File: config.mk
export PLATFORM = sky130hd
export DESIGN_NAME = kcst_queue
export DESIGN_NICKNAME = d
export VERILOG_FILES = /design/src/kcst_pkg.sv /design/src/kcst_queue.sv
export SDC_FILE = /design/constraint.sdc
export NUM_CORES = 1
export LEC_CHECK = 0
export ABC_AREA = 0
export BUFFER_PORTS_ARGS = -buffer_cell sky130_fd_sc_hd__buf_2
export CAP_MARGIN = 5
export CORE_ASPECT_RATIO = 0.75
export CORE_MARGIN = 3
export CORE_UTILIZATION = 51
export CTS_CLUSTER_SIZE = 24
export DETAILED_ROUTE_END_ITERATION = 7
export PLACE_DENSITY = 0.75
export RECOVER_POWER = 25
export SLEW_MARGIN = 5
export SYNTH_ARGS = -nofsm -noshare
export SYNTH_HDL_FRONTEND = slang
export SYNTH_SLANG_ARGS = --single-unit
File: constraint.sdc
create_clock -name i_clk -period 2.2 [get_ports i_clk]
set_clock_uncertainty 0.1 [all_clocks]
set_input_delay 0 -clock i_clk [delete_from_list [all_inputs] [get_ports i_clk]]
set_output_delay 0 -clock i_clk [all_outputs]
set_load 0.02 [all_outputs]
File: src/kcst_pkg.sv
// package for the keyed count and sum table
// holds widths, the command passed from front to back and the state codes
// no dependencies
`default_nettype none

package kcst_pkg;

    localparam int TABLE_DEPTH_DEF = 32;
    localparam int ADDR_W          = 8;   // enough for the largest supported table
    localparam int QUEUE_DEPTH     = 4;

    localparam int KEY_W  = 16;
    localparam int AMT_W  = 32;
    localparam int RIDX_W = 5;
    localparam int CNT_W  = 32;
    localparam int SUM_W  = 48;
    localparam int USED_W = 6;

    localparam int ENTRY_W     = KEY_W + CNT_W + SUM_W;
    localparam int IN_TDATA_W  = 56;
    localparam int OUT_TDATA_W = 112;
    localparam int OUT_TUSER_W = 3;

    localparam logic [CNT_W-1:0] COUNT_MAX = '1;
    localparam logic [SUM_W-1:0] SUM_MAX   = '1;

    // what the back end has to do with an item
    typedef enum logic [2:0] {
        OP_HIT,     // key found, update entry
        OP_ALLOC,   // new key, fill next free entry
        OP_DROP,    // new key, table full
        OP_READ,    // read of an occupied entry
        OP_MISS     // read of an unoccupied entry
    } t_op;

    typedef struct packed {
        t_op                 op;
        logic [ADDR_W-1:0]   addr;
        logic [RIDX_W-1:0]   out_idx;
        logic [KEY_W-1:0]    key;
        logic [AMT_W-1:0]    amount;
        logic [USED_W-1:0]   used;
    } t_cmd;

    typedef enum logic {
        BS_FETCH,
        BS_UPDATE
    } t_bstate;

endpackage

`default_nettype wire

File: src/kcst_queue.sv
// short command queue between front and back end
// uses kcst_pkg for the command type and its depth
`default_nettype none

module kcst_queue (
    input  wire                 i_clk,
    input  wire                 i_rst_n,
    input  wire                 i_push,
    input  kcst_pkg::t_cmd      i_cmd,
    output logic                o_ready,
    input  wire                 i_pop,
    output logic                o_valid,
    output kcst_pkg::t_cmd      o_cmd
);

    localparam int DEPTH = kcst_pkg::QUEUE_DEPTH;
    localparam int PTR_W = (DEPTH > 1) ? $clog2(DEPTH) : 1;
    localparam int FC_W  = $clog2(DEPTH + 1);

    kcst_pkg::t_cmd   r_slot [DEPTH];
    logic [PTR_W-1:0] r_wr_ptr;
    logic [PTR_W-1:0] r_rd_ptr;
    logic [FC_W-1:0]  r_fill;
    logic             do_push;
    logic             do_pop;

    assign o_ready = (r_fill != FC_W'(DEPTH));
    assign o_valid = (r_fill != '0);
    assign o_cmd   = r_slot[r_rd_ptr];
    assign do_push = i_push && o_ready;
    assign do_pop  = i_pop && o_valid;

    always_ff @(posedge i_clk) begin
        if (!i_rst_n) begin
            r_wr_ptr <= '0;
            r_rd_ptr <= '0;
            r_fill   <= '0;
        end else begin
            if (do_push) begin
                r_wr_ptr <= (r_wr_ptr == PTR_W'(DEPTH - 1)) ? '0 : r_wr_ptr + PTR_W'(1);
            end
            if (do_pop) begin
                r_rd_ptr <= (r_rd_ptr == PTR_W'(DEPTH - 1)) ? '0 : r_rd_ptr + PTR_W'(1);
            end
            if (do_push && !do_pop) begin
                r_fill <= r_fill + FC_W'(1);
            end else if (do_pop && !do_push) begin
                r_fill <= r_fill - FC_W'(1);
            end
        end
    end

    always_ff @(posedge i_clk) begin
        if (do_push) begin
            r_slot[r_wr_ptr] <= i_cmd;
        end
    end

endmodule

`default_nettype wire

Word level (Yosys, flattened, before mapping)
Memory sizes are Yosys's and may differ from the RTL's. A register that Yosys moved wholly into a read port is not among the register bits.
Cells that the tools add are included.
W data, S select, Z words.
{ "totals": {"reg_bits": 7, "ramBits": 280, "inputBits": 74, "output_inout_bits": 72, "wordCells": 27, "mem_count": 1} }
{ "op_classes": {"addsub": 4, "eq_ne": 3, "mux": 8, "reduce_logical": 8} }
{ "memory_table": {"columns": ["name", "depth", "word_bits", "read_ports", "rd_ports_with_merged_regs", "wr", "line_no", "rtl"], "rows": [
  ["r_slot", 4, 70, 1, 1, 1, "kcst_queue.sv:20", "kcst_pkg::t_cmd r_slot [DEPTH];"]
]} }
{ "ops": {"columns": ["cell", "n"], "rows": [
  ["$mux W2", 4],
  ["$mux W3", 2],
  ["$add A2 B1 Y2 const B", 2],
  ["$eq A2 B2 Y1 const B", 2],
  ["$logic_and A1 B1 Y1", 4],
  ["$add A3 B1 Y3 const B", 1],
  ["$ne A3 B3 Y1 const B", 1],
  ["$reduce_bool A3 Y1", 1],
  ["$sub A3 B1 Y3 const B", 1],
  ["$logic_not A1 Y1", 2],
  ["$mux W1", 2],
  ["$reduce_bool A2 Y1", 1]
]} }

Depth between registers and ports, before layout
{ "logic_depth": {"ltp_word": 6, "mapped_depth": 9} }

Least setup slack after synthesis
OpenSTA, ideal clock, no wires.
{ "synth_path": {"path_kind": "register -> register", "from": "register r_fill[0]", "to": "register r_fill[2]", "t_arrival_ps": 2128, "setup_slack_ps": -104, "stages_incl_launch_ff": 8, "path_cell_list": "dfxtp_1 -> o31ai_1 -> ha_1 -> inv_1 -> fa_1 -> xor2_1 -> or3_2 -> a21boi_0"} }
{ "synth_via": {"elab_chain_len": 5} }
{ "synth_lines": {"columns": ["item", "line_no", "rtl"], "rows": [
  ["from (decl)", "kcst_queue.sv:23", "logic [FC_W-1:0] r_fill;"],
  ["from (signal assigned)", "kcst_queue.sv:46", "r_fill <= r_fill + FC_W'(1);"],
  ["from (signal assigned)", "kcst_queue.sv:48", "r_fill <= r_fill - FC_W'(1);"],
  ["branches (longest 5 deep; another with $sub A3 B1 Y3)", null, null]
]} }
Several ways; the timed one is not identified. The select of a mux whose other input is x is not followed.
A chain may end at the register's enable or synchronous reset.

Worst setup path in the final report
{ "layout_path": {"from": "register r_fill[2]", "to": "register r_fill[2]"} }
{ "layout_via": {"elab_chain_len": 5} }
{ "layout_lines": {"columns": ["item", "line_no", "rtl"], "rows": [
  ["$ne A3 B3 Y1 *", "kcst_queue.sv:27", "assign o_ready = (r_fill != FC_W'(DEPTH));"],
  ["$logic_and A1 B1 Y1 *", "kcst_queue.sv:30", "assign do_push = i_push && o_ready;"],
  ["via do_push", "kcst_queue.sv:24", "logic do_push;"],
  ["$logic_not A1 Y1", "kcst_queue.sv:47", "end else if (do_pop && !do_push) begin"],
  ["$logic_and A1 B1 Y1", "kcst_queue.sv:47", null],
  ["$reduce_bool A2 Y1 (no line)", null, null]
]} }
Mark *: on every way through the listed nets, which the timed path passes. The rest lies on a longest branch. The select of a mux whose other input is x is not followed.

==> impl_metrics.ini <==
[pwr]
p_clk_share_pct = 30.3
ir_worst_vdd_mv = 0.981
p_leak_nw = 4.43
swShare_pct = 27.3
power_density_nw_per_um2 = 1140
seqPwrFrac_pct = 45.8
power_switching_w = 0.00413
comb_power_share_pct = 23.9
p_int_w = 0.0110

[grt]
grt.total_usage_pct = 16.9
grt_pass1_vias = 5439
grt_overflow = 0
antenna_found_initial = 0
grt_pass1_wl_um = 29000
grt_max_degree = 71

[sta]
slew_headroom_pct = 26.9
slew_violations = 0
hold_viol = 0
fmax_mhz = 454
finalCritPeriodShare_pct = 100
fin_crit_ns = 2.20
setup_viol = 1
worst_pin_slew_ns = 1.10
setup_slack_ns = -0.000648
rsz0062_at_grt = yes

[floorplanning]
dieWidth_um = 172
die_height_um = 131
die_area_um2 = 22500
io_pins = 146
start_util_pct = 53.3
coreArea_um2 = 19800
num_rows = 44

[synthesis]
ys_top_cells_by_area = edfxtp_1, mux4_2, dfxtp_1
synth_warnings = 0
synth_compound_area_share_pct = 0.332
ys_ff_latch = 289
synth_common_cells = edfxtp_1, mux4_2, clkbuf_1, dfxtp_1, buf_4
netlist_area_um2 = 10600
synth_edf_count = 280
ys_types = 27
synth_top_family_by_area = multiplexers
synth_fa_ha_area_share_pct = 0.900
syn_inst = 417
synth-main-ff-cell = edfxtp_1
synthArstFlopShare_pct = 0
ys_seq_area_share_pct = 81.3
synthMuxAreaShare_pct = 15.1
synthXorXnorAreaFrac_pct = 0.166
synth_nets = 498
synth_top_area_cell = edfxtp_1
synth_area_per_cell_um2 = 25.3
synth_simple_gate_area_share_pct = 1.11
synth_top_cell_area_share_pct = 79.6
yosysMostFrequentCell = edfxtp_1

[clocking]
clk_pin_slew_ns = 0.07
clkLatencyLatePin_ns = 0.52
cts.htree.levels = 1
cts_setup_buffers = 0
cts_made_buffers = 27
cts_tree = yes
cts_sinks = 289
root_buffer = clkbuf_16
clock_path_buffers = 3

[worst_setup_path]
cp.arrival_ns = 2.56
critPathCaptureType = flop
cp_max_fo = 5
path_class = reg2reg
r2r_cells = 8
crit_path_start_kind = flop
rr_endpoint = r_fill[2]$_SDFFE_PN0P_
cp_data_required_time_ns = 2.56
crit_chain = or3b_4 > and2_4 > ha_4 > inv_1 > fa_2 > xor2_1 > or3_2 > a21boi_2
r2r-start = r_fill[2]$_SDFFE_PN0P_
critPathSlowestCell = or3_2
critPathTopFamily = simple AND/OR/NAND/NOR gates
slowest_delay_ns = 0.42
ff2ff_setup_slack_ns = -0.0006
crit_buf_inv = 1

[final_layout]
postLayoutCellArea_um2 = 13200
layout-drive-gt1-share_pct = 37.3
n_antenna_cell = 0
area_growth_pct = 25.4
fin_cells = 926
nets = 735
post-route-util_pct = 66.8

[route]
via_per_inst = 5.42
routedWlPerCell_um = 20.4
remaining_drc_errors = 0
dr.pass1.iters = 4
vias = 5017
first_iter_violations = 419
antenna_left = 0
routed_wl_um = 18800

[min_path]
hp-start = i_cmd[11]
hp-class = in2reg
holdPathStages = 2
hold_path_end = r_slot[2][11]$_DFFE_PP_

[placement]
hpwl_um = 10600
place_congestion = 0.810
placed_area_um2 = 11600
port_buffers = 145
dp_cells = 804

[run_status]
violations = negative setup slack
status = complete, but fails checks

[run]
cap_viol_max_count = 0
## placed cells by master, fill, tap and decap left out, types with 4 or more instances in the layout
cell type,netlist,final
and3_4,0,4
clkbuf_16,0,27
buf_12,0,4
clkinv_1,0,6
clkinv_2,0,8
bufinv_16,0,4
edfxtp_1,280,280
clkbuf_1,9,30
mux4_2,70,70
dlygate4sd3_1,0,74
ha_1,6,5
buf_2,1,117
dfxtp_1,9,4
nand2_1,5,5
## layout make-up
| cell class | instances | area, µm² |
|---|---|---|
| clock buffer | 29 | 683 |
| clock inverter | 19 | 190 |
| fill | 1288 | 6570 |
| inverter | 3 | 11.3 |
| multi-input combinational | 107 | 1910 |
| sequential | 289 | 8600 |
| tap | 253 | 317 |
| timing repair buffer | 226 | 1530 |
## through the flow
| step | setup WS [ns] | total power (W) | hold WS [ns] | TNS [ns] |
|---|---|---|---|---|
| floorplan | 0.00357 | 0.00938 | -0.00113 | 0 |
| global placement | 0.0692 | 0.0105 | 0.110 | 0 |
| detailed placement | -0.00607 | 0.0106 | 0.117 | -0.00607 |
| CTS | -0.0108 | 0.0153 | 0.101 | -0.178 |
| global route | -0.0776 | 0.0158 | 0.148 | -15.19 |
| finish | -0.000648 | 0.0151 | 0.138 | -0.000648 |
## worst reg2reg max path, delay by kind of cell, from the launching register on
kind	cells	cell delay [ns]
and+or+nand+nor	3	1.02
xor gates and xnor gates	1	0.07
buffers and inverters	1	0.07
DFF	1	0.38
AOI/OAI and AO/OA	1	0.13
adders and majority gates	2	0.36
## state kept, by name (all words and copies together) (netlist names), named ones only
name	cells
r_slot	280
r_rd_ptr	2
r_fill	3
r_wr_ptr	2
## cell families after synthesis
group,after synthesis
mux,72
flops,289
fa+ha+maj,7
buf+inv,21
simple gates,20
compound gates,6
xor+xnor,2
## power groups by stage
stage	sequential (W)	clock, W	combinational [W]
2_1_floorplan	0.00691	0	0.00247
3_3_place_gp	0.00699	0	0.00348
3_5_place_dp	0.00703	0	0.00353
4_1_cts	0.00693	0.00467	0.00367
5_1_grt	0.00697	0.00492	0.00388
6_report	0.00692	0.00458	0.00362
## worst max path at each step
stage                      startpoint                      to  slack [ns]  depth (start not counted)
5_1_grt        r_fill[2]$_SDFFE_PN0P_  r_fill[2]$_SDFFE_PN0P_       -0.08                          8
3_5_place_dp   r_fill[1]$_SDFFE_PN0P_  r_fill[2]$_SDFFE_PN0P_      -0.006                          7
3_3_place_gp   r_fill[1]$_SDFFE_PN0P_  r_fill[2]$_SDFFE_PN0P_        0.07                          8
2_1_floorplan  r_fill[1]$_SDFFE_PN0P_  r_fill[2]$_SDFFE_PN0P_       0.004                          9
6_report       r_fill[2]$_SDFFE_PN0P_  r_fill[2]$_SDFFE_PN0P_     -0.0006                          8
4_1_cts        r_fill[2]$_SDFFE_PN0P_  r_slot[1][2]$_DFFE_PP_       -0.01                          3
## repair_timing
action / in CTS / in global routing
hold buffers: 74 / 0
endpoints found under the hold margin: 289 / 0
resized for setup: 2 / 2
setup endpoints to repair: 16 / 281
pin swaps: 3 / 2
## layer usage
layer | track usage [%] | vias to the layer above | share of wire [%]
li1 | - | 2250 | -
met1 | 23.4 | 2563 | 42
met2 | 28.7 | 178 | 49
met3 | 3.67 | 26 | 7.4
met4 | 3.10 | 0 | 1.4
met5 | 0 | - | 0
(Power assumes the default switching activity.)
