[src/kcst_pkg.sv]
// package for the keyed count and sum table
// holds widths, the command passed from front to back and the state codes
// no dependencies
`default_nettype none

package kcst_pkg;

    localparam int TABLE_DEPTH_DEF = 32;
    localparam int ADDR_W          = 8;   // enough for the largest supported table
    localparam int QUEUE_DEPTH     = 4;

    localparam int KEY_W  = 16;
    localparam int AMT_W  = 32;
    localparam int RIDX_W = 5;
    localparam int CNT_W  = 32;
    localparam int SUM_W  = 48;
    localparam int USED_W = 6;

    localparam int ENTRY_W     = KEY_W + CNT_W + SUM_W;
    localparam int IN_TDATA_W  = 56;
    localparam int OUT_TDATA_W = 112;
    localparam int OUT_TUSER_W = 3;

    localparam logic [CNT_W-1:0] COUNT_MAX = '1;
    localparam logic [SUM_W-1:0] SUM_MAX   = '1;

    // what the back end has to do with an item
    typedef enum logic [2:0] {
        OP_HIT,     // key found, update entry
        OP_ALLOC,   // new key, fill next free entry
        OP_DROP,    // new key, table full
        OP_READ,    // read of an occupied entry
        OP_MISS     // read of an unoccupied entry
    } t_op;

    typedef struct packed {
        t_op                 op;
        logic [ADDR_W-1:0]   addr;
        logic [RIDX_W-1:0]   out_idx;
        logic [KEY_W-1:0]    key;
        logic [AMT_W-1:0]    amount;
        logic [USED_W-1:0]   used;
    } t_cmd;

    typedef enum logic {
        BS_FETCH,
        BS_UPDATE
    } t_bstate;

endpackage

`default_nettype wire

[src/kcst_back.sv]
// back end: entry memory with key, count and total, read, update or fill
// of an entry per command, and the output register; uses kcst_pkg
`default_nettype none

module kcst_back #(
    parameter int TABLE_DEPTH = kcst_pkg::TABLE_DEPTH_DEF
) (
    input  wire                                 i_clk,
    input  wire                                 i_rst_n,
    input  wire                                 i_q_valid,
    input  kcst_pkg::t_cmd                      i_cmd,
    output logic                                o_pop,
    output logic                                o_valid,
    input  wire                                 i_ready,
    output logic [kcst_pkg::OUT_TDATA_W-1:0]    o_tdata,
    output logic [kcst_pkg::OUT_TUSER_W-1:0]    o_tuser
);

    localparam int IDX_W = (TABLE_DEPTH > 1) ? $clog2(TABLE_DEPTH) : 1;
    localparam int KW    = kcst_pkg::KEY_W;
    localparam int CW    = kcst_pkg::CNT_W;
    localparam int SW    = kcst_pkg::SUM_W;
    localparam int EW    = kcst_pkg::ENTRY_W;

    logic [EW-1:0]            r_mem [TABLE_DEPTH];
    logic [EW-1:0]            r_rd;
    kcst_pkg::t_cmd           r_cmd;
    kcst_pkg::t_bstate        r_state;
    kcst_pkg::t_bstate        n_state;

    logic                     r_out_valid;
    logic [kcst_pkg::OUT_TDATA_W-1:0] r_out_data;
    logic [kcst_pkg::OUT_TUSER_W-1:0] r_out_user;
    logic [kcst_pkg::OUT_TDATA_W-1:0] n_out_data;
    logic [kcst_pkg::OUT_TUSER_W-1:0] n_out_user;

    logic                     rd_en;
    logic                     wr_en;
    logic                     load;
    logic [EW-1:0]            wr_data;

    logic [KW-1:0]            rd_key;
    logic [CW-1:0]            rd_cnt;
    logic [SW-1:0]            rd_sum;
    logic [SW:0]              sum_wide;
    logic [CW-1:0]            new_cnt;
    logic [SW-1:0]            new_sum;

    logic [KW-1:0]            o_key;
    logic [CW-1:0]            o_cnt;
    logic [SW-1:0]            o_sum;
    logic                     o_new;
    logic                     o_drop;
    logic                     o_ok;

    assign rd_key = r_rd[EW-1 -: KW];
    assign rd_cnt = r_rd[SW +: CW];
    assign rd_sum = r_rd[SW-1:0];

    assign sum_wide = {1'b0, rd_sum} + {{(SW + 1 - kcst_pkg::AMT_W){1'b0}}, r_cmd.amount};
    assign new_sum  = sum_wide[SW] ? kcst_pkg::SUM_MAX : sum_wide[SW-1:0];
    assign new_cnt  = (rd_cnt == kcst_pkg::COUNT_MAX) ? rd_cnt : rd_cnt + CW'(1);

    // fetch reads the entry, update writes it back once the output register is free
    always_comb begin
        n_state = r_state;
        o_pop   = 1'b0;
        load    = 1'b0;
        unique case (r_state)
            kcst_pkg::BS_FETCH: begin
                if (i_q_valid) begin
                    o_pop   = 1'b1;
                    n_state = kcst_pkg::BS_UPDATE;
                end
            end
            kcst_pkg::BS_UPDATE: begin
                if (!r_out_valid || i_ready) begin
                    load    = 1'b1;
                    n_state = kcst_pkg::BS_FETCH;
                end
            end
            default: begin
                n_state = kcst_pkg::BS_FETCH;
            end
        endcase
    end

    assign rd_en = o_pop && (i_cmd.op == kcst_pkg::OP_HIT || i_cmd.op == kcst_pkg::OP_READ);

    always_comb begin
        o_key   = '0;
        o_cnt   = '0;
        o_sum   = '0;
        o_new   = 1'b0;
        o_drop  = 1'b0;
        o_ok    = 1'b0;
        wr_en   = 1'b0;
        wr_data = {r_cmd.key, new_cnt, new_sum};
        unique case (r_cmd.op)
            kcst_pkg::OP_HIT: begin
                wr_en = load;
                o_key = r_cmd.key;
                o_cnt = new_cnt;
                o_sum = new_sum;
                o_ok  = 1'b1;
            end
            kcst_pkg::OP_ALLOC: begin
                wr_en   = load;
                wr_data = {r_cmd.key, CW'(1), {(SW - kcst_pkg::AMT_W){1'b0}}, r_cmd.amount};
                o_key   = r_cmd.key;
                o_cnt   = CW'(1);
                o_sum   = {{(SW - kcst_pkg::AMT_W){1'b0}}, r_cmd.amount};
                o_new   = 1'b1;
                o_ok    = 1'b1;
            end
            kcst_pkg::OP_READ: begin
                o_key = rd_key;
                o_cnt = rd_cnt;
                o_sum = rd_sum;
                o_ok  = 1'b1;
            end
            kcst_pkg::OP_DROP: begin
                o_drop = 1'b1;
            end
            default: begin
                o_ok = 1'b0;
            end
        endcase
        n_out_data = {5'b0, r_cmd.used, o_sum, o_cnt, o_key, r_cmd.out_idx};
        n_out_user = {o_ok, o_drop, o_new};
    end

    always_ff @(posedge i_clk) begin
        if (!i_rst_n) begin
            r_state <= kcst_pkg::BS_FETCH;
        end else begin
            r_state <= n_state;
        end
    end

    always_ff @(posedge i_clk) begin
        if (!i_rst_n) begin
            r_out_valid <= 1'b0;
        end else if (load) begin
            r_out_valid <= 1'b1;
        end else if (i_ready) begin
            r_out_valid <= 1'b0;
        end
    end

    always_ff @(posedge i_clk) begin
        if (o_pop) begin
            r_cmd <= i_cmd;
        end
        if (load) begin
            r_out_data <= n_out_data;
            r_out_user <= n_out_user;
        end
    end

    always_ff @(posedge i_clk) begin
        if (rd_en) begin
            r_rd <= r_mem[i_cmd.addr[IDX_W-1:0]];
        end
        if (wr_en) begin
            r_mem[r_cmd.addr[IDX_W-1:0]] <= wr_data;
        end
    end

    assign o_valid = r_out_valid;
    assign o_tdata = r_out_data;
    assign o_tuser = r_out_user;

endmodule

`default_nettype wire
[config.mk]
export PLATFORM = sky130hd
export DESIGN_NAME = kcst_back
export DESIGN_NICKNAME = d
export VERILOG_FILES = /design/src/kcst_pkg.sv /design/src/kcst_back.sv
export SDC_FILE = /design/constraint.sdc
export NUM_CORES = 2
export LEC_CHECK = 0
export ABC_CLOCK_PERIOD_IN_PS = 14300
export BUFFER_PORTS_ARGS = -buffer_cell sky130_fd_sc_hd__buf_4
export CORE_ASPECT_RATIO = 1.2
export CORE_MARGIN = 4
export CORE_UTILIZATION = 45
export CTS_CLUSTER_DIAMETER = 80
export DETAILED_ROUTE_END_ITERATION = 8
export GPL_ROUTABILITY_DRIVEN = 0
export PLACE_DENSITY = 0.67
export SYNTH_ARGS = -nofsm -noshare
export SYNTH_HDL_FRONTEND = slang
export SYNTH_SLANG_ARGS = --single-unit
[constraint.sdc]
create_clock -name i_clk -period 14.3 [get_ports i_clk]
set_input_delay 0 -clock i_clk [delete_from_list [all_inputs] [get_ports i_clk]]
set_output_delay 0 -clock i_clk [all_outputs]
set_load 0.01 [all_outputs]
# [Word-level counts from Yosys, hierarchy flattened]
# Memory sizes are Yosys's and may differ from the RTL's. A register that Yosys moved wholly into a read port is not among the register bits.
# Index checks and enable logic that the tools add are counted.
[totals] regBits=179 ram_bits=3072 out_inout_bits=117 word_cells=48 mem_count=1
[memory_table] memory="r_mem" words=32 word_bits=96 rd=1 rd_clocked_by_memory_dff=1 write_ports=1 line_no="kcst_back.sv:25" text="logic [EW-1:0] r_mem [TABLE_DEPTH];"
[classes] add_sub_neg=2 n_eq_ne=5 muxes=20 n_bitwise=1 reduce_logical=9
[ops] operator="48-bit one-hot mux with 3 select lines" count=1
[ops] operator="32-bit one-hot mux with 3 select lines" count=1
[ops] operator="80-bit 2-to-1 mux" count=1
[ops] operator="48-bit by 32-bit adder with 49-bit output" count=1
[ops] operator="48-bit 2-to-1 mux" count=1
[ops] operator="32-bit by 1-bit adder with 32-bit output, second input constant" count=1
[ops] operator="32-bit equality test, second input constant" count=1
[ops] operator="32-bit 2-to-1 mux" count=1
[ops] operator="16-bit one-hot mux with 2 select lines" count=1
[ops] operator="1-bit 2-to-1 mux" count=13
[ops] operator="3-bit by 2-bit equality test with 1-bit output, second input constant" count=3
[ops] operator="3-bit zero test" count=2
[ops] operator="3-bit by 1-bit equality test with 1-bit output, second input constant" count=1
[ops] operator="3-bit OR reduction" count=1
[ops] operator="1-bit logical OR" count=2
[ops] operator="1-bit one-hot mux with 2 select lines" count=1
[ops] operator="2-bit nonzero test" count=1
[ops] operator="2-bit OR reduction" count=1
[ops] operator="1-bit logical AND" count=1
[ops] operator="1-bit zero test" count=1
[ops] operator="1-bit NOT" count=1

# [Longest topological paths before layout]
[depth] word_depth=7 depth_mapped=12 mapped_depth_nobuf=11

# [Worst setup path before layout]
# No wires, ideal clock.
[synth_timing] path_type="reg-to-reg" startpoint="reg r_out_valid (netlist: o_valid)" endpoint="mem r_mem[16][0] (netlist bit) (enable)" setup_time_ns=0.552 t_arrival_ns=10.109 required_ns=13.748 setup_slack_ns=3.639 path_stages_with_launch=7 path_buffers=0 synth_period_minus_slack_ns=10.661 path_cell_list="dfxtp_1 > nor2b_1 > nor2b_1 > nand2_1 > nor2_1 > nand3b_1 > nor2_1"
[synth_between] elab_chain_cells=7
[synth_rtl] element="from (decl)" line_no="kcst_back.sv:31" text="logic r_out_valid;"
[synth_rtl] element="from (signal assigned)" line_no="kcst_back.sv:143" text="r_out_valid <= 1'b0;"
[synth_rtl] element="from (signal assigned)" line_no="kcst_back.sv:145" text="r_out_valid <= 1'b1;"
[synth_rtl] element="from (signal assigned)" line_no="kcst_back.sv:147" text="r_out_valid <= 1'b0;"
[synth_rtl] element="1-bit zero test" line_no="kcst_back.sv:77" text="if (!r_out_valid || i_ready) begin"
[synth_rtl] element="1-bit logical OR" line_no="kcst_back.sv:77"
[synth_rtl] element="1-bit 2-to-1 mux" line_no="kcst_back.sv:77"
[synth_rtl] element="1-bit 2-to-1 mux" line_no="kcst_back.sv:69" text="unique case (r_state)"
[synth_rtl] element="net load" line_no="kcst_back.sv:39" text="logic load;"
[synth_rtl] element="1-bit 2-to-1 mux" line_no="kcst_back.sv:99" text="unique case (r_cmd.op)"
[synth_rtl] element="1-bit 2-to-1 mux" line_no="kcst_back.sv:165" text="if (wr_en) begin"
[synth_rtl] element="1-bit 2-to-1 mux (not written as such)" line_no="kcst_back.sv:166" text="r_mem[r_cmd.addr[IDX_W-1:0]] <= wr_data;"
[synth_rtl] element="to (decl)" line_no="kcst_back.sv:25"
# The timed path passes the listed nets, and every way through them passes these cells.

# [Final worst setup path]
[layout_timing] startpoint="reg r_state" endpoint="mem r_mem[25][30] (netlist bit) (enable)"
[layout_between] elab_chain_cells=4
[layout_rtl] element="from (decl)" line_no="kcst_back.sv:28" text="kcst_pkg::t_bstate r_state;"
[layout_rtl] element="from (signal assigned)" line_no="kcst_back.sv:135" text="r_state <= kcst_pkg::BS_FETCH;"
[layout_rtl] element="from (signal assigned)" line_no="kcst_back.sv:137" text="r_state <= n_state;"
[layout_rtl] element="1-bit 2-to-1 mux" line_no="kcst_back.sv:69"
[layout_rtl] element="net load" line_no="kcst_back.sv:39"
[layout_rtl] element="1-bit 2-to-1 mux" line_no="kcst_back.sv:99"
[layout_rtl] element="1-bit 2-to-1 mux" line_no="kcst_back.sv:165"
[layout_rtl] element="1-bit 2-to-1 mux (not written as such)" line_no="kcst_back.sv:166"
# The timed path passes the listed nets, and every way through them passes these cells.

==> reports/qor.csv <==
metric;value;unit
status;finished clean;
drtPass1Iterations;6;
slew_headroom;5.77;%
place_ws;8.58;ns
vias;62500;
grt.total_usage;21.7;%
synth_area;0.130;mm^2
start_kind;flop;
clockRootBuffer;clkbuf_16;
ys.warnings.count;0;
wirelength;326000;um
nFillCells;21700;
synth_top_area_cell;edfxtp_1;
criticalPathCategory;flop to flop;
start_util;45.3;%
power_density;138;mW/mm^2
drc;0;
overflow;0;
synthFlopType;edfxtp_1;
rows;215;
rsz0062_at_grt;no;
die_width;498;um
grt_max_degree;135;
portBuffers;182;
stdcell_count;10200;
synth_top_cell_area_share;77.3;%
ys_top_cells_by_count;edfxtp_1, mux4_2, clkbuf_1;
muxShareOfSynthArea;17.5;%
layout_setup_ws;8.59;ns
synth_adder_area_share;0.333;%
synth_top_family_by_area;multiplexers;
irDropWorstVdd;0.000102;V
synth_compound_area_share;1.63;%
synth_edf_count;3345;
fin_crit_sh;40.0;%
viasPerCell;6.13;
grt_pass1_vias;63300;
htreeDepth;5;
cts_buffer_depth;4;
synth_seq_area_share;77.4;%
cp-end-kind;flop;
worst_pin_slew;1.41;ns
p_leak;46.3;nW
core;0.286;mm^2
areaGrowthSynthToFinish;14.1;%
hold_viol;0;
drive_above_1_share;31.0;%
clkSlewWorstSetupHoldPaths;0.07;ns
dp.cells;9501;
drt-wirelength-per-cell;32.0;um
finClkSkew;0.0586;ns
arrival;6.16;ns
fin_util;51.7;%
antenna_found_initial;9;
yosys.area_share.simple;1.73;%
antenna_left;0;
die_area;0.297;mm^2
p_comb_share;5.8;%
synthTopCellsByArea;edfxtp_1, mux4_2, mux2_2;
nNetsFinal;6269;
async_reset_ff_share;0;%
drv_cap;0;
synthCells;5627;
worstPathMaxFanout;53;
finalCriticalPeriod;5.71;ns
slew_viol_final;0;
p_seq_share;54.2;%
p_clk_share;40.0;%
hold_class;input pin to flop;
fmax;0.175;GHz
dp_hpwl;162000;um
internal_power;16.1;mW
die_y;597;um
final-setup-viol-count;0;
io_pins;191;
required;14.75;ns
whs;0.103;ns
drt_iter0_markers;8413;
yosysMostFrequentCell;edfxtp_1;
cts_setup_buffers;0;
grt_pass1_wl;466000;um
swShare;21.1;%
numCtsBuffers;322;
timing.setup.tns;0;ns
synth-xor-area-share;0.445;%
synthDistinctLibCells;86;
power_switching;4.32;mW
cts_tree;built;
numClockSinks;3347;
clk_latency;0.87;ns
synth_seq_cells;3347;
syn_avg_cell_area;23.1;um^2
## flip-flops by register name, summed over array words and instances (netlist names)
signal	count
n_out_data	11
o_tdata	107
o_tuser	3
o_valid	1
r_cmd	56
r_mem	3072
r_rd	96
r_state	1
## worst paths after layout
kind              depth (start not counted)             to           from  slack [ns]
setup / recovery                          9  r_mem[25][30]        r_state        8.59
hold reg to reg                           0     o_tdata[0]  n_out_data[0]        0.42
hold / removal                            3       r_rd[71]      i_cmd[61]        0.10
setup reg to reg                          9  r_mem[25][30]        r_state        8.59
## logic make-up after synthesis
kind of cell / count (synthesis)
mux: 1057
flops: 3347
buf+inv: 320
other cells: 1
simple gates: 462
xor+xnor: 66
fa+ha+maj: 34
compound gates: 340
## critical path, cell delays in order (launching register included)
cell and delay, ns:
dfxtp_1 0.41, nor2b_4 0.68, buf_4 0.83, nand2_1 0.10
nor2_1 0.25, nand3_1 0.38, nor2_4 0.18, buf_4 0.71
buf_4 0.84, buf_4 0.75
## layout by cell type (no fill, tap or decap), types with 13 or more instances in the layout
master         count
mux2_2            96
a21o_1            15
edfxtp_1        3345
clkinv_2          51
a22o_1            24
inv_1             22
nand4_1           14
nor2_1           135
bufinv_16         24
xor2_1            19
ha_1              33
nand3_1           31
buf_12            13
xnor2_1           47
nor2_4            35
o21ai_0          101
nand2_1          138
clkbuf_16        329
a21oi_1           72
a21oi_2           18
buf_4            353
clkbuf_1          48
and3_1            18
mux4_2           960
dlygate4sd3_1    132
clkinv_1          78
## metrics by stage
step	power (mW)	area, um^2
after floorplan	12.0	130000
after global placement	12.4	137000
after detailed placement	12.5	137000
after CTS	20.6	148000
after global routing	21.1	148000
final	20.5	148000
## final cells by class
class                   count  area [um^2]  share of cell area, %
clock buffers             377         8410                   5.68
well taps                3797         4750                   3.21
multi-input cells        1964        28600                   19.3
diodes                      3         7.51                0.00506
repair buffers            503         4310                   2.91
inverters                  23         87.6                 0.0591
clock inverters           182         1540                   1.04
flip-flops and latches   3347       100000                   67.8
## power by group through the flow
stage	Sequential [mW]	Clock (mW)	Combinational (mW)
6_report	11.1	8.19	1.18
5_1_grt	11.1	8.75	1.26
4_1_cts	11.1	8.33	1.19
3_5_place_dp	11.3	0	1.15
3_3_place_gp	11.3	0	1.13
2_1_floorplan	11.3	0	0.728
## layer usage
metal	routed length, um	vias to the layer above	track usage (%)
met5	13	-	0
met4	10300	2	6.88
met3	26400	599	2.94
met2	166000	3164	36.7
met1	123000	33700	29.4
li1	-	25000	-
## what timing repair did
action | in CTS | in global routing
hold buffers | 132 | 0
endpoints found under the hold margin | 166 | 0
gates resized for setup | 0 | 0
(Power assumes the default switching activity.)
