<file path="src/kcst_pkg.sv">
// package for the keyed count and sum table
// holds widths, the command passed from front to back and the state codes
// no dependencies
`default_nettype none

package kcst_pkg;

    localparam int TABLE_DEPTH_DEF = 32;
    localparam int ADDR_W          = 8;   // enough for the largest supported table
    localparam int QUEUE_DEPTH     = 4;

    localparam int KEY_W  = 16;
    localparam int AMT_W  = 32;
    localparam int RIDX_W = 5;
    localparam int CNT_W  = 32;
    localparam int SUM_W  = 48;
    localparam int USED_W = 6;

    localparam int ENTRY_W     = KEY_W + CNT_W + SUM_W;
    localparam int IN_TDATA_W  = 56;
    localparam int OUT_TDATA_W = 112;
    localparam int OUT_TUSER_W = 3;

    localparam logic [CNT_W-1:0] COUNT_MAX = '1;
    localparam logic [SUM_W-1:0] SUM_MAX   = '1;

    // what the back end has to do with an item
    typedef enum logic [2:0] {
        OP_HIT,     // key found, update entry
        OP_ALLOC,   // new key, fill next free entry
        OP_DROP,    // new key, table full
        OP_READ,    // read of an occupied entry
        OP_MISS     // read of an unoccupied entry
    } t_op;

    typedef struct packed {
        t_op                 op;
        logic [ADDR_W-1:0]   addr;
        logic [RIDX_W-1:0]   out_idx;
        logic [KEY_W-1:0]    key;
        logic [AMT_W-1:0]    amount;
        logic [USED_W-1:0]   used;
    } t_cmd;

    typedef enum logic {
        BS_FETCH,
        BS_UPDATE
    } t_bstate;

endpackage

`default_nettype wire

</file>
<file path="src/kcst_front.sv">
// front end: accepts items, looks the key up among occupied entries, allocates
// new keys while the table has room and issues one command per item; uses kcst_pkg
`default_nettype none

module kcst_front #(
    parameter int TABLE_DEPTH = kcst_pkg::TABLE_DEPTH_DEF
) (
    input  wire                              i_clk,
    input  wire                              i_rst_n,
    input  wire                              i_valid,
    output logic                             o_ready,
    input  wire                              i_kind,
    input  wire  [kcst_pkg::KEY_W-1:0]       i_key,
    input  wire  [kcst_pkg::AMT_W-1:0]       i_amount,
    input  wire  [kcst_pkg::RIDX_W-1:0]      i_ridx,
    input  wire                              i_q_ready,
    output logic                             o_push,
    output kcst_pkg::t_cmd                   o_cmd
);

    localparam int IDX_W = (TABLE_DEPTH > 1) ? $clog2(TABLE_DEPTH) : 1;
    localparam int UC_W  = $clog2(TABLE_DEPTH + 1);

    logic [kcst_pkg::KEY_W-1:0] r_key [TABLE_DEPTH];
    logic [UC_W-1:0]            r_used;
    logic [UC_W-1:0]            n_used;

    logic [TABLE_DEPTH-1:0]     match;
    logic [IDX_W-1:0]           hit_idx;
    logic                       hit;
    logic                       full;
    logic                       read_ok;
    logic                       alloc;
    logic [IDX_W-1:0]           entry_idx;
    logic [IDX_W+kcst_pkg::ADDR_W-1:0] addr_ext;
    logic [IDX_W+kcst_pkg::RIDX_W-1:0] oidx_ext;
    logic [UC_W+kcst_pkg::USED_W-1:0]  used_ext;

    // keys of occupied entries are unique, so the hit index is a plain or
    always_comb begin
        hit_idx = '0;
        for (int i = 0; i < TABLE_DEPTH; i++) begin
            match[i] = (UC_W'(i) < r_used) && (r_key[i] == i_key);
            if (match[i]) begin
                hit_idx = hit_idx | IDX_W'(i);
            end
        end
    end

    assign hit     = |match;
    assign full    = (r_used == UC_W'(TABLE_DEPTH));
    assign read_ok = {{UC_W{1'b0}}, i_ridx} < {{kcst_pkg::RIDX_W{1'b0}}, r_used};
    assign o_ready = i_q_ready;
    assign o_push  = i_valid && i_q_ready;
    assign alloc   = o_push && !i_kind && !hit && !full;
    assign n_used  = alloc ? r_used + UC_W'(1) : r_used;

    assign entry_idx = hit ? hit_idx : r_used[IDX_W-1:0];
    assign addr_ext  = {{kcst_pkg::ADDR_W{1'b0}}, entry_idx};
    assign oidx_ext  = {{kcst_pkg::RIDX_W{1'b0}}, entry_idx};
    assign used_ext  = {{kcst_pkg::USED_W{1'b0}}, n_used};

    always_comb begin
        o_cmd.key    = i_key;
        o_cmd.amount = i_amount;
        o_cmd.used   = used_ext[kcst_pkg::USED_W-1:0];
        if (i_kind) begin
            o_cmd.op      = read_ok ? kcst_pkg::OP_READ : kcst_pkg::OP_MISS;
            o_cmd.addr    = {{(kcst_pkg::ADDR_W - kcst_pkg::RIDX_W){1'b0}}, i_ridx};
            o_cmd.out_idx = i_ridx;
        end else if (!hit && full) begin
            o_cmd.op      = kcst_pkg::OP_DROP;
            o_cmd.addr    = '0;
            o_cmd.out_idx = '0;
        end else begin
            o_cmd.op      = hit ? kcst_pkg::OP_HIT : kcst_pkg::OP_ALLOC;
            o_cmd.addr    = addr_ext[kcst_pkg::ADDR_W-1:0];
            o_cmd.out_idx = oidx_ext[kcst_pkg::RIDX_W-1:0];
        end
    end

    always_ff @(posedge i_clk) begin
        if (!i_rst_n) begin
            r_used <= '0;
        end else begin
            r_used <= n_used;
        end
    end

    always_ff @(posedge i_clk) begin
        if (alloc) begin
            r_key[r_used[IDX_W-1:0]] <= i_key;
        end
    end

endmodule

`default_nettype wire

</file>
<file path="config.mk">
export PLATFORM = sky130hd
export DESIGN_NAME = kcst_front
export DESIGN_NICKNAME = d
export VERILOG_FILES = /design/src/kcst_pkg.sv /design/src/kcst_front.sv
export SDC_FILE = /design/constraint.sdc
export NUM_CORES = 1
export LEC_CHECK = 0
export ABC_AREA = 1
export ABC_CLOCK_PERIOD_IN_PS = 4800
export BUFFER_PORTS_ARGS = -buffer_cell sky130_fd_sc_hd__buf_4
export CAP_MARGIN = 20
export CORE_ASPECT_RATIO = 0.6
export CORE_MARGIN = 8
export CORE_UTILIZATION = 40
export CTS_BUF_LIST = sky130_fd_sc_hd__clkbuf_2
export CTS_CLUSTER_SIZE = 12
export DETAILED_ROUTE_END_ITERATION = 10
export PLACE_DENSITY = 0.61
export SLEW_MARGIN = 25
export SYNTH_ARGS = -nofsm -noshare
export SYNTH_HDL_FRONTEND = slang
export SYNTH_SLANG_ARGS = --single-unit
export TNS_END_PERCENT = 30
</file>
<file path="constraint.sdc">
create_clock -name i_clk -period 4.8 [get_ports i_clk]
set_clock_uncertainty 0.1 [all_clocks]
set_input_delay 0.24 -clock i_clk [delete_from_list [all_inputs] [get_ports i_clk]]
set_output_delay 0.24 -clock i_clk [all_outputs]
set_load 0.1 [all_outputs]
</file>
### Word-level counts from Yosys, hierarchy flattened

Memory sizes are Yosys's and may differ from the RTL's.
Cells that the tools add are included.

| operators by class | value |
|---|---|
| add/subtract/negate cells | 1 |
| muxes and demuxes | 40 |
| equality and inequality tests | 33 |
| reductions and logical operators | 41 |
| order comparisons | 33 |

Operators with widths:

| cell | number |
|---|---|
| $eq 16x16->1 | 32 |
| $lt 5x6->1 const A | 16 |
| $mux 5 | 17 |
| $lt 4x6->1 const A | 8 |
| $logic_and 1x1->1 | 37 |
| $mux 16 | 2 |
| $mux 4 | 8 |
| $reduce_or 32->1 | 1 |
| $lt 3x6->1 const A | 4 |
| $mux 15 | 1 |
| $mux 3 | 5 |
| $lt 1x6->1 const A | 2 |
| $lt 2x6->1 const A | 2 |
| $add 6x1->6 const B | 1 |
| $eq 6x6->1 const B | 1 |
| $lt 5x6->1 | 1 |
| $mux 6 | 1 |
| $mux 1 | 4 |
| $mux 2 | 2 |
| $logic_not 1->1 | 3 |

| word-level totals | value |
|---|---|
| word-level logic and storage cells | 150 |
| bits in writable memories | 512 |
| bits of input ports | 58 |
| output and inout port bits | 72 |
| memories | 1 |
| register bits after elaboration | 6 |

Memories:

| name | words | width | rd ports | clocked after memory_dff | write ports | line | text |
|---|---|---|---|---|---|---|---|
| r_key | 32 | 16 | 32 | 0 | 1 | kcst_front.sv:24 | `logic [kcst_pkg::KEY_W-1:0] r_key [TABLE_DEPTH];` |

### Depth between registers and ports, before layout

Gate-level depths: netlist of run 1.
An unclocked memory read counts as a cell.

| depth | value |
|---|---|
| word-level depth | 38 |
| mapped depth | 21 |
| depth with buffers taken out | 19 |

### Least setup slack after synthesis of run 1

No wires, ideal clock.

| timing path | value |
|---|---|
| path type | reg-to-output |
| start point | register r_used[1] |
| end point | output port o_cmd[62] (netlist name) |
| data required time | 4.460 ns |
| cell stages (with the launch flop) | 18 |
| path slack | -0.228 ns |
| data arrival time | 4.688 ns |
| path buffers | 1 |
| path through | dfxtp_1 inv_1 ha_1 inv_1 nor2_1 inv_1 nor2_1 nor2_1 nand3_1 nand2_1 nor2_1 nand2_1 nor2_2 nand3_2 inv_1 nand2_1 o21ai_0 buf_4 |

RTL lines:

| element | line | text |
|---|---|---|
| from (decl) | kcst_front.sv:25 | `logic [UC_W-1:0] r_used;` |
| from (signal assigned) | kcst_front.sv:86 | `r_used <= n_used;` |
| to (decl) | kcst_front.sv:18 | `output kcst_pkg::t_cmd o_cmd` |

==> results.json, run 1 <==
{
  "status": "complete, no violations",
  "cts_root_buf": "clkbuf_2",
  "clk_path_buf_depth": 3,
  "areaGrowthSynthToFinish_pct": 12.8,
  "gp_congestion": 1.00,
  "io_pins": 130,
  "nets": 3323,
  "crit_path_start_kind": "primary input",
  "slowest_stage": "dlygate4sd3_1",
  "crit_arrival_ns": 4.31,
  "synth_enable_flop_cells": 512,
  "gr-total-overflow": 0,
  "async_reset_ff_share_pct": 0,
  "syn_area_sq_um": 27500,
  "synth_cell_types": 47,
  "synth-seq-area-share_pct": 56.3,
  "viasPerCell": 5.17,
  "cts-buffers-inserted": 117,
  "port-buffer-count": 62,
  "cts.clk_slew.worst_paths_ns": 0.13,
  "numPlacedInstances": 3997,
  "yosysWarnings": 0,
  "drive_gt1_share_pct": 13.3,
  "dr_total_vias": 22013,
  "fmax_ghz": 0.215,
  "post-route-period-util_pct": 96.8,
  "drt_wl_total_microns": 93100,
  "setup_violations": 0,
  "syn_area_per_cell_sq_um": 9.01,
  "ys.flop_type": "edfxtp_1",
  "grt_max_degree": 66,
  "start_util_pct": 40.4,
  "crit_chain": "dlygate4sd3_1 -> buf_4 -> dlygate4sd3_1 -> buf_12 -> xor2_1 -> nor2_1 -> nand2_1 -> nor2_1 -> nand2_2 -> nand2_1 -> nor2_1 -> nand2_1 -> nor2_4 -> nand3_2 -> nor2_4 -> nand3_2 -> nand2_1 -> nand2_2 -> buf_6",
  "grt_pass1_vias": 19790,
  "htreeDepth": 3,
  "post-route-min-period_ns": 4.65,
  "p_leak_nw": 13.3,
  "endpoint_kind": "output pin",
  "peakVddDrop_mv": 0.182,
  "wl_per_cell_microns": 21.8,
  "final-hold-violation-count": 0,
  "worst_pin_slew_ns": 0.938,
  "die-area_sq_um": 77700,
  "grt_pass1_wl_microns": 133000,
  "worstPathRequired_ns": 4.46,
  "crit_path_frequent_cell": "nand2_1",
  "cts_tree": "built",
  "fin_cells": 4260,
  "crit_path_max_incr_delay_ns": 0.68,
  "die_height_microns": 219,
  "slew_headroom_pct": 37.5,
  "cap_viol_max_count": 0,
  "postRouteAntennaNets": 0,
  "die_w_microns": 355,
  "clk_latency_ns": 1.20,
  "dp_hpwl_microns": 59800,
  "core_sq_um": 68100,
  "critPathMaxFanout": 48,
  "criticalPathCategory": "in2out",
  "drt_iter0_markers": 2840,
  "clock-sinks": 518,
  "finalMaxSlewViolations": 0,
  "dr.pass1.iters": 6,
  "power_density_nw_per_um2": 286,
  "num_rows": 74,
  "finalPower_mw": 8.88,
  "hold_class": "in2reg",
  "ys_seq_elements": 518,
  "antenna_found_initial": 7,
  "synth_cells": 3055,
  "route.detailed.drc": 0,
  "grt_usage_pct": 23.3
}
## per-layer routing
layer / share of wire (%) / track usage, % / vias up
li1: - / - / 10292
met1: 47 / 36.1 / 10221
met2: 38 / 30.2 / 1365
met3: 14 / 8.19 / 135
met4: 1.9 / 5.29 / 0
met5: 0 / 0 / -
## cell type report
| class | instances | area (sq um) |
|---|---|---|
| Fill cell | 6581 | 37000 |
| Inverter | 337 | 1280 |
| Tap cell | 912 | 1140 |
| Clock buffer | 181 | 906 |
| Sequential cell | 518 | 15500 |
| Timing Repair Buffer | 226 | 2130 |
| Antenna cell | 4 | 10.0 |
| Multi-Input combinational cell | 2056 | 9950 |
| Clock inverter | 26 | 136 |
## registers in the layout, indices dropped and copies added (netlist names)
signal,flops
r_key,512
r_used,6
## report_power, final
group | leakage, nW | switching, mW | internal, mW | total (mW)
Sequential | 4.65 | 0.00469 | 4.97 | 4.97
Combinational | 7.88 | 0.763 | 0.273 | 1.04
Clock | 0.808 | 1.83 | 1.05 | 2.87
## stage by stage
step / TNS [ns] / hold WS (ns) / util, % / instance area (sq um) / setup WS, ns
finish: 0 / 0.129 / 45.6 / 31100 / 0.155
global route: -0.0404 / 0.0246 / 45.6 / 31000 / -0.0395
CTS: 0 / 0.000125 / 45.4 / 30900 / 0.0231
detailed placement: 0 / 0.381 / 43.0 / 29300 / 0.691
global placement: 0 / 0.381 / 43.0 / 29300 / 0.714
floorplan: 0 / 0.239 / - / 27500 / 0.397
## worst max-delay path, delay by kind of cell
kind                      cells  cell delay (ns)
xor gates and xnor gates      1             0.23
buffers and inverters         5             1.95
and+or+nand+nor              13             1.80
## worst paths after layout
path / from / end / slack [ns] / depth (start not counted)
hold reg to reg: r_used[3] / r_used[3] / 0.50 / 2
hold / removal: i_key[14] / r_key[22][14] / 0.13 / 3
setup reg to reg: r_used[1] / r_used[4] / 0.63 / 20
setup / recovery: i_key[13] / o_cmd[2] / 0.15 / 19
## timing repair
action	4_1_cts	5_1_grt
resized for setup	24	45
endpoints found under the setup margin	15	17
pin swaps	1	1
setup buffers	1	4
hold endpoints to repair	704	0
hold buffers	47	0
## Yosys cell counts, types with 3 or more instances
cell type	instances	area (sq um)
o21ai_0	28	140
buf_6	3	33.8
or2_1	3	18.8
nor3b_1	15	113
buf_2	47	235
and3_1	6	37.5
xor2_1	145	1270
nand2_4	4	45.0
or2_2	19	119
nor3_1	34	170
nor2_2	4	25.0
a21oi_1	16	80.1
inv_1	327	1230
inv_2	8	30.0
nor4b_1	6	52.6
nor4_1	43	269
edfxtp_1	512	15400
nand3b_1	8	60.1
buf_4	91	683
nand3_1	108	541
clkbuf_1	3	11.3
dfxtp_1	6	120
nand4_1	73	457
nand2_1	1021	3830
ha_1	9	113
nand2b_1	4	25.0
o2111ai_1	4	35.0
xnor2_1	85	744
nor2_1	402	1510
## logic make-up (layout without fill, tap and decap cells)
family / after synthesis / in the layout / share of synthesized area (%)
XOR/XNOR: 230 / 230 / 7.32
buffers and inverters: 483 / 770 / 8.14
flip-flops: 518 / 518 / 56.3
AND/OR/NAND/NOR: 1756 / 1756 / 26.6
AO/OA/AOI/OAI: 58 / 58 / 1.19
adder cells (fa/ha/maj): 9 / 9 / 0.409
other: 1 / 7 / 0.0136
## layout by cell type (no fill, tap or decap), types with 5 or more instances in the layout
| master | count |
|---|---|
| a21oi_1 | 16 |
| and3_1 | 6 |
| buf_12 | 23 |
| buf_4 | 149 |
| buf_6 | 6 |
| clkbuf_2 | 181 |
| clkinv_1 | 22 |
| dlygate4sd3_1 | 47 |
| edfxtp_1 | 512 |
| ha_1 | 8 |
| inv_1 | 321 |
| inv_2 | 11 |
| nand2_1 | 1010 |
| nand2_2 | 10 |
| nand2_4 | 5 |
| nand3_1 | 105 |
| nand3b_1 | 8 |
| nand4_1 | 73 |
| nor2_1 | 391 |
| nor2_2 | 8 |
| nor2_4 | 8 |
| nor3_1 | 34 |
| nor3b_1 | 15 |
| nor4_1 | 43 |
| nor4b_1 | 6 |
| o21ai_0 | 25 |
| or2_2 | 19 |
| xnor2_1 | 85 |
| xor2_1 | 145 |
Note: power is estimated with default switching activity, not from simulation.
==> run 2: changes to the inputs <==
--- a/config.mk
+++ b/config.mk
@@ -5,7 +5,6 @@
 export SDC_FILE = /design/constraint.sdc
 export NUM_CORES = 1
 export LEC_CHECK = 0
-export ABC_AREA = 1
 export ABC_CLOCK_PERIOD_IN_PS = 4800
 export BUFFER_PORTS_ARGS = -buffer_cell sky130_fd_sc_hd__buf_4
 export CAP_MARGIN = 20
@@ -16,6 +15,7 @@
 export CTS_CLUSTER_SIZE = 12
 export DETAILED_ROUTE_END_ITERATION = 10
 export PLACE_DENSITY = 0.61
+export SKIP_LAST_GASP = 1
 export SLEW_MARGIN = 25
 export SYNTH_ARGS = -nofsm -noshare
 export SYNTH_HDL_FRONTEND = slang
==> results.json, run 2 <==
{
  "yosysWarnings": 0,
  "num_rows": 69,
  "peakVddDrop_mv": 0.202,
  "finalMaxSlewViolations": 0,
  "gr-total-overflow": 0,
  "grt_pass1_wl_microns": 99100,
  "startpoint": "r_used[1]",
  "drt_iter0_markers": 1621,
  "postRouteAntennaNets": 0,
  "drive_gt1_share_pct": 20.7,
  "synth_cell_types": 64,
  "netlist_top_cells_count": "edfxtp_1 (512), xor2_1 (294), xnor2_1 (223)",
  "route.detailed.drc": 0,
  "placed_area_sq_um": 25700,
  "cap_viol_max_count": 0,
  "synth_enable_flop_cells": 512,
  "endpoint_kind": "output pin",
  "worst_pin_slew_ns": 0.841,
  "layout_commonest_cell": "edfxtp_1",
  "dp_hpwl_microns": 43100,
  "cts.clk_slew.worst_paths_ns": 0.11,
  "criticalPathCategory": "reg2out",
  "final_cell_mix": "edfxtp_1 (512), xor2_1 (294), xnor2_1 (219)",
  "final-hold-violation-count": 0,
  "die_height_microns": 205,
  "die_w_microns": 332,
  "core_sq_um": 59100,
  "worst_r2r_path_depth": 13,
  "largest_register_ff_count": 512,
  "worstPathRequired_ns": 4.46,
  "reg2reg_to": "r_key[1][2]",
  "syn_area_sq_um": 23900,
  "nFillCells": 5321,
  "hold_class": "in2reg",
  "ys.flop_type": "edfxtp_1",
  "fin_area_sq_um": 27200,
  "dr_total_vias": 14671,
  "netlist_top_cells_area": "edfxtp_1 (64%), xor2_1 (11%), xnor2_1 (8.2%)",
  "drt_wl_total_microns": 67800,
  "slew_headroom_pct": 43.9,
  "grt_pass1_vias": 14646,
  "rsz0062_at_grt": "yes",
  "p_leak_nw": 9.23,
  "port-buffer-count": 62,
  "post-route-min-period_ns": 4.73,
  "fmax_ghz": 0.212,
  "multi_input_area_sq_um": 7600,
  "ys_seq_elements": 518,
  "viasPerCell": 5.35,
  "setup_violations": 0,
  "die-area_sq_um": 68100,
  "nets": 1937,
  "areaGrowthSynthToFinish_pct": 13.8,
  "regArea_sq_um": 15500,
  "htreeDepth": 3,
  "clock-sinks": 518,
  "fin_cells": 2740,
  "antenna_found_initial": 3,
  "endpoint": "o_cmd[1]",
  "synth.most_common_cell": "edfxtp_1",
  "synth_top_area_share_pct": 64.3,
  "wl_per_cell_microns": 24.8,
  "dr.pass1.iters": 5,
  "synth-seq-area-share_pct": 64.8,
  "r2r-start": "r_used[1]",
  "io_pins": 130,
  "crit_path_start_kind": "register",
  "async_reset_ff_share_pct": 0,
  "synth_top_area_cell": "edfxtp_1",
  "grt_max_degree": 45,
  "syn_area_per_cell_sq_um": 14.4,
  "synth_cells": 1657,
  "grt_usage_pct": 19.6,
  "post-route-period-util_pct": 98.5,
  "clk_latency_ns": 1.13,
  "numPlacedInstances": 2498,
  "cts_tree": "built",
  "status": "complete, no violations",
  "cts-buffers-inserted": 115,
  "clk_path_buf_depth": 3,
  "timing.hold.ws_ns": 0.125,
  "start_util_pct": 40.4,
  "gp_congestion": 0.941,
  "crit_arrival_ns": 4.39,
  "critPathMaxFanout": 12,
  "r2r_slack_ns": 0.89,
  "cts_root_buf": "clkbuf_2",
  "power_density_nw_per_um2": 317
}
==> run 2: routing by layer <==
metal	track usage [%]	share of wire, %
met5	0	0
met4	4.25	1.4
met3	6.86	10
met2	26.5	40
met1	29.8	49
==> run 2: kinds of logic after synthesis <==
family | after synthesis | synth area share, %
flops | 518 | 64.8
mux | 7 | 0.314
simple gates | 394 | 9.64
compound gates | 62 | 1.86
fa+ha+maj | 9 | 0.471
xor+xnor | 517 | 18.9
other cells | 1 | 0.0157
buf+inv | 149 | 3.97
==> run 2: worst min-delay path by stage <==
stage               slack [ns]           end   startpoint  cells after the start
floorplan                 0.24   r_key[0][0]     i_key[0]                      0
global placement          0.38     o_cmd[10]  i_amount[4]                      0
detailed placement        0.38     o_cmd[10]  i_amount[4]                      0
CTS                      0.005  r_key[12][8]     i_key[8]                      2
global route             0.004  r_key[27][5]     i_key[5]                      2
finish                    0.12  r_key[27][5]     i_key[5]                      2
==> run 2: worst max-delay path, cell delays in order (launching register included) <==
cell	delay [ns]
dfxtp_2	0.40
inv_2	0.19
ha_1	0.26
buf_6	0.23
o21a_1	0.22
nor3_1	0.10
a22oi_1	0.30
o311a_1	0.27
and4_1	0.34
and3_4	0.39
mux2_4	0.36
buf_4	0.24
==> run 2: report_power, final <==
group          total, mW  leakage (nW)  switching [mW]  internal [mW]
registers           4.97          4.65         0.00334           4.96
clock network       2.83         0.796            1.75           1.09
logic              0.826          3.78           0.567          0.259
total               8.63          9.23            2.32           6.31
==> run 2: per-stage QoR <==
step	utilization [%]	TNS (ns)	power (mW)	setup slack [ns]
after detailed placement	43.4	0	5.86	0.453
after CTS	45.9	-0.0714	8.72	-0.0339
after global routing	46.0	-0.372	9.00	-0.0883
after floorplan	-	-0.246	5.68	-0.246
after global placement	43.4	0	5.85	0.462
final	46.0	0	8.63	0.0728
==> run 2: what timing repair did <==
action	CTS	global route
hold buffers	31	0
pin swaps	2	1
gates resized for setup	24	17
endpoints found under the hold margin	518	0
buffers inserted	3	1
cloned	1	0
setup endpoints to repair	18	17
==> run 2: area by class of cell <==
cell class | instances | share of cell area, %
flip-flops and latches | 518 | 57.0
multi-input cells | 993 | 27.9
repair buffers | 230 | 7.43
well taps | 781 | 3.59
clock buffers | 167 | 3.07
clock inverters | 38 | 0.818
inverters | 12 | 0.193
diodes | 1 | 0.00919
